==> src/design/erfa_pkg.sv <==
// ----------------------------------------------------------------------------
// Error function unit package
// Shared widths, Q30 coefficients and stage sideband types.
// ----------------------------------------------------------------------------
`default_nettype none

package erfa_pkg;

	localparam int X_W           = 16;
	localparam int R_W           = 16;
	localparam int IN_FRAC_BITS  = 12;
	localparam int OUT_FRAC_BITS = 14;

	localparam int     QF    = 30;
	localparam longint QONE  = longint'(1) << QF;
	localparam longint QHALF = longint'(1) << (QF - 1);

	localparam longint COEF_A1 =
		(longint'(254829592) * QONE + longint'(500000000)) / longint'(1000000000);
	localparam longint COEF_A2 =
		-((longint'(284496736) * QONE + longint'(500000000)) / longint'(1000000000));
	localparam longint COEF_A3 =
		(longint'(1421413741) * QONE + longint'(500000000)) / longint'(1000000000);
	localparam longint COEF_A4 =
		-((longint'(1453152027) * QONE + longint'(500000000)) / longint'(1000000000));
	localparam longint COEF_A5 =
		(longint'(1061405429) * QONE + longint'(500000000)) / longint'(1000000000);
	localparam longint COEF_P =
		(longint'(3275911) * QONE + longint'(5000000)) / longint'(10000000);

	localparam int A_W  = X_W;
	localparam int P_W  = $clog2(COEF_P + 1);
	localparam int PA_W = P_W + A_W;
	localparam longint D_MAX = QONE +
		(((COEF_P << (X_W - 1)) + (longint'(1) << (IN_FRAC_BITS - 1))) >> IN_FRAC_BITS);
	localparam int D_W  = $clog2(D_MAX + 1);
	localparam int T_W  = QF + 1;

	localparam int SQ_W = 2 * A_W;
	localparam int SSH  = QF - 2 * IN_FRAC_BITS;
	localparam int SSHL = (SSH > 0) ? SSH : 0;
	localparam int SSHR = (SSH < 0) ? -SSH : 0;
	localparam longint SSHR_RND = (SSHR == 0) ? 0 : (longint'(1) << (SSHR - 1));
	localparam int S_W  = SQ_W + SSHL + 1;

	localparam longint EXP_LIM = longint'(22) << QF;
	localparam int     YSH     = 6;
	localparam longint Y_RND   = longint'(1) << (YSH - 1);
	localparam int     Y_W     = $clog2((EXP_LIM >> YSH) + 1);

	localparam int TM_W    = QF + 1;
	localparam int SUM_W   = QF + 2;
	localparam int MK_W    = QF + 2;
	localparam int Q_W     = QF + 3;
	localparam int QM_W    = QF + 2;
	localparam int ER_W    = Q_W + 1;
	localparam int N_TERMS = 12;
	localparam int N_SQ    = 6;
	localparam int N_HORN  = 5;

	localparam int     OSH   = QF - OUT_FRAC_BITS;
	localparam longint O_RND = (OSH == 0) ? 0 : (longint'(1) << (OSH - 1));

	typedef struct packed {
		logic           neg;
		logic           mode;
		logic           ez;
		logic [Y_W-1:0] y;
	} side_t;

	function automatic logic signed [Q_W-1:0] horner_coef(input int step);
		logic signed [Q_W-1:0] c;
		unique case (step)
			0:       c = Q_W'(COEF_A4);
			1:       c = Q_W'(COEF_A3);
			2:       c = Q_W'(COEF_A2);
			3:       c = Q_W'(COEF_A1);
			default: c = '0;
		endcase
		return c;
	endfunction

endpackage

`default_nettype wire

==> src/design/erfa_div.sv <==
// ----------------------------------------------------------------------------
// Reciprocal divider
// Pipelined restoring division, one quotient bit per stage: t = 2^60 / d.
// ----------------------------------------------------------------------------
`default_nettype none

module erfa_div (
	input  wire logic                   clk,
	input  wire logic                   arst_n,
	input  wire logic                   en,
	input  wire logic                   in_valid,
	input  wire logic [erfa_pkg::D_W-1:0] den,
	input  wire erfa_pkg::side_t        in_side,
	output logic                        out_valid,
	output logic [erfa_pkg::T_W-1:0]    quot,
	output erfa_pkg::side_t             out_side
);
	import erfa_pkg::*;

	localparam int NST = T_W;
	localparam int NM_W = D_W + T_W;

	typedef struct packed {
		logic [D_W-1:0] rem;
		logic [T_W-1:0] nlo;
		logic [T_W-1:0] quo;
		logic [D_W-1:0] den;
		side_t          side;
	} div_stg_t;

	div_stg_t          head;
	div_stg_t          stg_s [NST];
	logic              vld_s [NST];
	logic [NM_W-1:0]   numer;

	// numerator 2^60 + d/2 gives the rounded quotient
	assign numer = NM_W'(longint'(1) << (2 * QF)) + NM_W'(den[D_W-1:1]);

	always_comb begin
		head.rem  = numer[NM_W-1:T_W];
		head.nlo  = numer[T_W-1:0];
		head.quo  = '0;
		head.den  = den;
		head.side = in_side;
	end

	for (genvar i = 0; i < NST; i++) begin : g_st
		div_stg_t src;
		div_stg_t nxt;
		logic     src_v;

		if (i == 0) begin : g_first
			assign src   = head;
			assign src_v = in_valid;
		end else begin : g_next
			assign src   = stg_s[i-1];
			assign src_v = vld_s[i-1];
		end

		always_comb begin
			logic [D_W:0] wide;
			nxt  = src;
			wide = {src.rem, src.nlo[T_W-1]};
			nxt.nlo = {src.nlo[T_W-2:0], 1'b0};
			if (wide >= {1'b0, src.den}) begin
				nxt.rem = D_W'(wide - {1'b0, src.den});
				nxt.quo = {src.quo[T_W-2:0], 1'b1};
			end else begin
				nxt.rem = wide[D_W-1:0];
				nxt.quo = {src.quo[T_W-2:0], 1'b0};
			end
		end

		always_ff @(posedge clk or negedge arst_n) begin
			if (!arst_n) begin
				vld_s[i] <= 1'b0;
			end else if (en) begin
				vld_s[i] <= src_v;
			end
		end

		always_ff @(posedge clk) begin
			if (en) begin
				stg_s[i] <= nxt;
			end
		end
	end

	assign out_valid = vld_s[NST-1];
	assign quot      = stg_s[NST-1].quo;
	assign out_side  = stg_s[NST-1].side;

	a_quo_range: assert property (@(posedge clk) disable iff (!arst_n)
		vld_s[NST-1] |-> stg_s[NST-1].quo <= T_W'(QONE))
		else $error("reciprocal above one");

	a_rem_below: assert property (@(posedge clk) disable iff (!arst_n)
		vld_s[NST-1] |-> stg_s[NST-1].rem < stg_s[NST-1].den)
		else $error("remainder not below divisor");

endmodule

`default_nettype wire

==> config.mk <==
export PLATFORM = sky130hd
export DESIGN_NAME = erfa_div
export DESIGN_NICKNAME = d
export VERILOG_FILES = /design/src/design/erfa_pkg.sv /design/src/design/erfa_div.sv
export SDC_FILE = /design/constraint.sdc
export NUM_CORES = 2
export LEC_CHECK = 0
export CORE_MARGIN = 5
export CORE_UTILIZATION = 60
export CTS_CLUSTER_SIZE = 40
export DETAILED_ROUTE_END_ITERATION = 8
export DONT_BUFFER_PORTS = 1
export PLACE_DENSITY = 0.73
export SKIP_CTS_REPAIR_TIMING = 1
export SLEW_MARGIN = 20
export SYNTH_ARGS = -nofsm -noshare
export SYNTH_HDL_FRONTEND = slang
export SYNTH_MEMORY_MAX_BITS = 65536
export SYNTH_SLANG_ARGS = --single-unit
==> constraint.sdc <==
create_clock -name clk -period 5.1 [get_ports clk]
set_input_delay 0.51 -clock clk [delete_from_list [all_inputs] [get_ports clk]]
set_output_delay 0.51 -clock clk [all_outputs]
set_load 0.02 [all_outputs]
# ---- After elaboration in Yosys (flattened, before gate mapping)
# Memories as Yosys holds them, arrays and structs flattened.
# Index checks and enable logic that the tools add are counted.
dict set report op_classes {
  shifts 0
  n_div 0
  magnitude_cmp 31
  n_eq_ne 0
  n_mux 64
  mul 0
  n_reduce_logical 0
  addsub 32
  bitwise_logic 0
}
# op n
set ops {}
lappend ops {{32-bit two-way mux} 31}
lappend ops {{32-bit subtractor} 31}
lappend ops {{33-bit by 32-bit greater-or-equal comparator with 1-bit output} 30}
lappend ops {{61-bit by 31-bit adder with 62-bit output, first input constant} 1}
lappend ops {{1-bit two-way mux} 33}
lappend ops {{32-bit greater-or-equal comparator} 1}
dict set report word_totals {
  input_bits 68
  ramBits 4867
  memories 1
  latch_bits 0
  mem_bits_ro 0
  ff_bits 31
}
# memory depth word_bits read_ports rd_clocked_by_memory_dff wr line_no
set memory_table {}
lappend memory_table {stg_s 31 157 31 0 31 erfa_div.sv:32} ;# div_stg_t stg_s [NST];

# ---- Depth between registers and ports, before layout
dict set report logic_depth {
  ltp_word 3
  ltp_mapped 16
}

# ---- Worst setup path before layout
# Ideal clock, no wire load.
dict set report synth_path {
  path_kind {register to register}
  from {memory stg_s[1][1533] (netlist bit)}
  to {memory stg_s[1][1706] (netlist bit) (data pin)}
  path_stages_with_launch 14
  arrival_time_ns 3.192
  synth_period_minus_slack_ns 3.452
  setup_slack_ns 1.648
  setup_ns 0.260
  path_cell_list {edfxtp_1 inv_1 ha_1 nor2b_1 o31ai_1 a31oi_1 o211ai_1 nand2_1 and3_1 a221oi_2 a21oi_1 a2111oi_4 buf_2 mux2_2}
}
# element line_no
set synth_lines {}
lappend synth_lines {{start, declared} erfa_div.sv:32}

==> metrics.md <==
| Metric | Value |
|---|---|
| Main synth FF type | `edfxtp_1` |
| Clock transition at the registers of the reported paths | `about 60 ps` |
| Setup_tns | `0 ps` |
| WS Path Type | `reg -> reg` |
| Synth async-reset ratio | `0.901%` |
| Detail Route Antenna Nets | `0` |
| # nets final | `approximately 14000` |
| Final Cycle Share | `90.1%` |
| Met3 wire len | `roughly 20000 µm` |
| Post-synth EDFFs | `3408` |
| Max_slew headroom | `20.8%` |
| CTS Buffer Depth | `4` |
| Final GP Congestion | `0.960` |
| Final min period | `4590 ps` |
| # fillers | `approximately 19000` |
| Wire per inst | `approximately 21 µm` |
| DR vias/cell | `around 5.9` |
| Largest net degree at the start of global routing | `227` |
| Synthesized area | `~160000 µm²` |
| Unrepaired setup endpoints after global routing | `no` |
| Fin util | `66.5%` |
| Flip-flop and latch count after synthesis | `~3400` |
| Met1 WL | `163000 µm` |
| Post-synth cell types | `about 110` |
| Ranking of synthesized cells by area | `edfxtp_1 62%, ha_1 7.3%, a21oi_1 2.9%, inv_1 2.8%, xnor2_1 2.6%` |
| CTS Sinks | `3439` |
| Chip height | `around 530 µm` |
| Layout cells sized above 1 | `7.72%` |
| CTS tree | `yes` |
| Synth Warn # | `0` |
| Worst hold path type | `in -> reg` |
| Crit path launch type | `flop` |
| Commonest cells post-synth | `3408 x edfxtp_1, 1215 x inv_1, 962 x ha_1` |
| Reg2reg setup slack | `510 ps` |
| Sequential share of the synthesized area | `~63%` |
| Num ports | `around 130` |
| Total gr overflow | `0` |
| DIE AREA | `285000 µm²` |
| Leak pwr | `between 0.07 and 0.08 µW` |
| GRT Util Overall | `between 20% and 30%` |
| Drt total wl | `roughly 360000 µm` |
| P per Cell Area | `630 nW/µm²` |
| Max layer used | `met5` |
| Combinational power share | `between 30% and 40%` |
| Total power | `114000 µW` |
| P_int | `73500 µW` |
| Non-Filler Instances | `17000` |
| Max Cap Viol | `0` |
| Root buffer cell | `clkbuf_16` |
| Switching share of power | `35.8%` |
| Worst vdd ir | `372 µV` |
| Cell count after synthesis | `12900` |
| Initial drt markers | `8414` |
| Post-synth net total | `13900` |
| End of the critical path | `stg_s[0][2353]` |
| Final Instance Area | `around 180000 µm²` |
| Final setup viols | `0` |
| CP required | `between 5000 and 6000 ps` |
| CTS H-tree depth | `5` |
| Wire length on met2 | `about 160000 µm` |
| Clock Latency Late Sink | `approximately 960 ps` |
| Inst Count DP | `approximately 16000` |
| Initial Utilization | `60.3%` |
| Share of the synthesized area in the top cell type | `62.1%` |
| Cell Rows | `192` |
| Total number of vias | `99900` |
| Placed cell area | `169000 µm²` |
| Core area | `273000 µm²` |
| Port Buffers | `0` |
| Drt first pass iters | `8` |
| Clock share of power | `roughly 22%` |
| Initial antenna violation count | `14` |
| Cell accounting for the most synthesized area | `edfxtp_1` |
| Vias in the first global route | `a little under 100k` |
| Multi-input gate area | `56000 µm²` |
| Worst r2r src | `stg_s[0][2165]` |
| Chip Width | `around 530 µm` |
| Failing checks | `negative hold slack` |
| Final Hold Fails | `1` |
| Most frequent cell after synthesis | `edfxtp_1` |
| Final-report max-slew violation count | `0` |
| Num CTS Buffers | `about 350` |
| Sequential cell area | `approximately 100000 µm²` |
| Remaining DRCs | `0` |
| Switching power total | `approximately 41000 µW` |
| Syn avg cell area | `12.8 µm²` |
| Status | `finished with violations` |
| Fmax | `around 0.22 GHz` |
| Worst slew pin tran | `1190 ps` |
| Critical Path Fanout Max | `5` |
| Critical Path End Type | `flop` |
| Final hold slack | `-7.94 ps` |
| Reg2reg end | `stg_s[0][2353]` |
| Detailed Place HPWL | `between 200000 and 300000 µm` |
| P&R area growth vs syn | `10.3%` |
| Critical path launch point | `stg_s[0][2165]` |
| Seq pwr share | `a little under two fifths` |
| R2R cell count | `14` |
| Fin Clk Skew | `between 80 and 90 ps` |
| Crit path DAT | `about 5300 ps` |
| First-pass GRT wire length | `557000 µm` |
## cells by family (layout without fill, tap and decap cells)
logic type | Yosys count | count (layout) | share of synthesized area, %
flip-flops | 3439 | 3439 | 62.6
AO/OA/AOI/OAI | 3135 | 3135 | 11.9
AND/OR/NAND/NOR | 2597 | 2597 | 7.42
other | 0 | 4 | 0
multiplexers | 381 | 381 | 2.62
XOR/XNOR | 811 | 811 | 4.31
buffers and inverters | 1499 | 2007 | 3.51
adder cells (fa/ha/maj) | 991 | 991 | 7.66
## critical path, cell delays in order, from the launching register on
cell and delay [ps]:
edfxtp_1 440, inv_1 190, ha_1 220, fa_1 240, nor2b_1 70, o21ai_0 250, a21boi_0 220, o31ai_1 430
a21oi_1 300, a2111oi_0 950, nor2_1 220, nor4b_1 220, nor3_1 250, xnor2_1 90, mux2_2 270
## worst min-delay path by stage
stage | from | to | cells past startpoint
final | den[24] | stg_s[0][150] | 4
after global routing | den[1] | stg_s[0][126] | 3
after CTS | arst_n | g_st[23].src_v | 0
after detailed placement | arst_n | g_st[30].src_v | 0
after global placement | arst_n | out_valid | 0
after floorplan | arst_n | g_st[10].src_v | 0
## area by class of cell
cell class              instances  area share [%]
flip-flops and latches       3439            56.7
repair buffers                155            1.09
well taps                    3589            2.47
clock inverters               225            1.44
diodes                          4         0.00551
inverters                    1215            2.51
multi-input cells            7915            30.8
clock buffers                 412            4.93
## cells in the final DEF, fill, tap and decap left out, types with 28 or more instances in the layout
cell              n
edfxtp_1       3408
inv_1          1215
ha_1            962
a21oi_1         936
nand2_1         890
o21ai_0         784
nor2_1          634
a21o_1          519
xnor2_1         492
clkbuf_16       349
xor2_1          319
mux2_2          292
nand3_1         205
nand4_1         158
nor2b_1         140
nor3_1          123
nand2b_1        116
a31oi_1         115
o21bai_1        110
o21a_1          109
and3_1           88
o31ai_1          75
dlygate4sd3_1    68
a211oi_1         66
clkbuf_1         63
clkinv_2         62
clkinv_1         54
a21boi_0         51
buf_4            50
nor4_1           44
mux2_1           43
o211ai_1         42
and2_1           35
or2_2            35
bufinv_16        33
dfrtp_1          31
nor3b_1          30
mux2i_1          30
fa_1             29
a211o_1          28
## power groups by stage
stage	sequential, µW	clock (µW)	combinational, µW
finish	43600	25600	45300
floorplan	41800	0	34400
global route	44000	27500	50200
detailed placement	43900	0	44200
global placement	43900	0	43400
CTS	43500	26200	44700
## per-layer routing
| metal | vias up | global-route usage [%] |
|---|---|---|
| met4 | 4 | 8.71 |
| met3 | 670 | 3.02 |
| met5 | - | 0 |
| li1 | 47900 | - |
| met2 | 2964 | 39.2 |
| met1 | 48300 | 35.8 |
## state kept, by name, summed over array words and instances (netlist names)
| signal | count |
|---|---|
| stg_s | 3408 |
| g_st.src_v | 30 |
| out_valid | 1 |
## metrics by stage
step	hold slack (ps)	worst slack (ps)
finish	-7.94	507
global route	5.15	202
CTS	-842	615
detailed placement	216	-57.4
global placement	216	126
floorplan	214	1650
(Power assumes the default switching activity.)
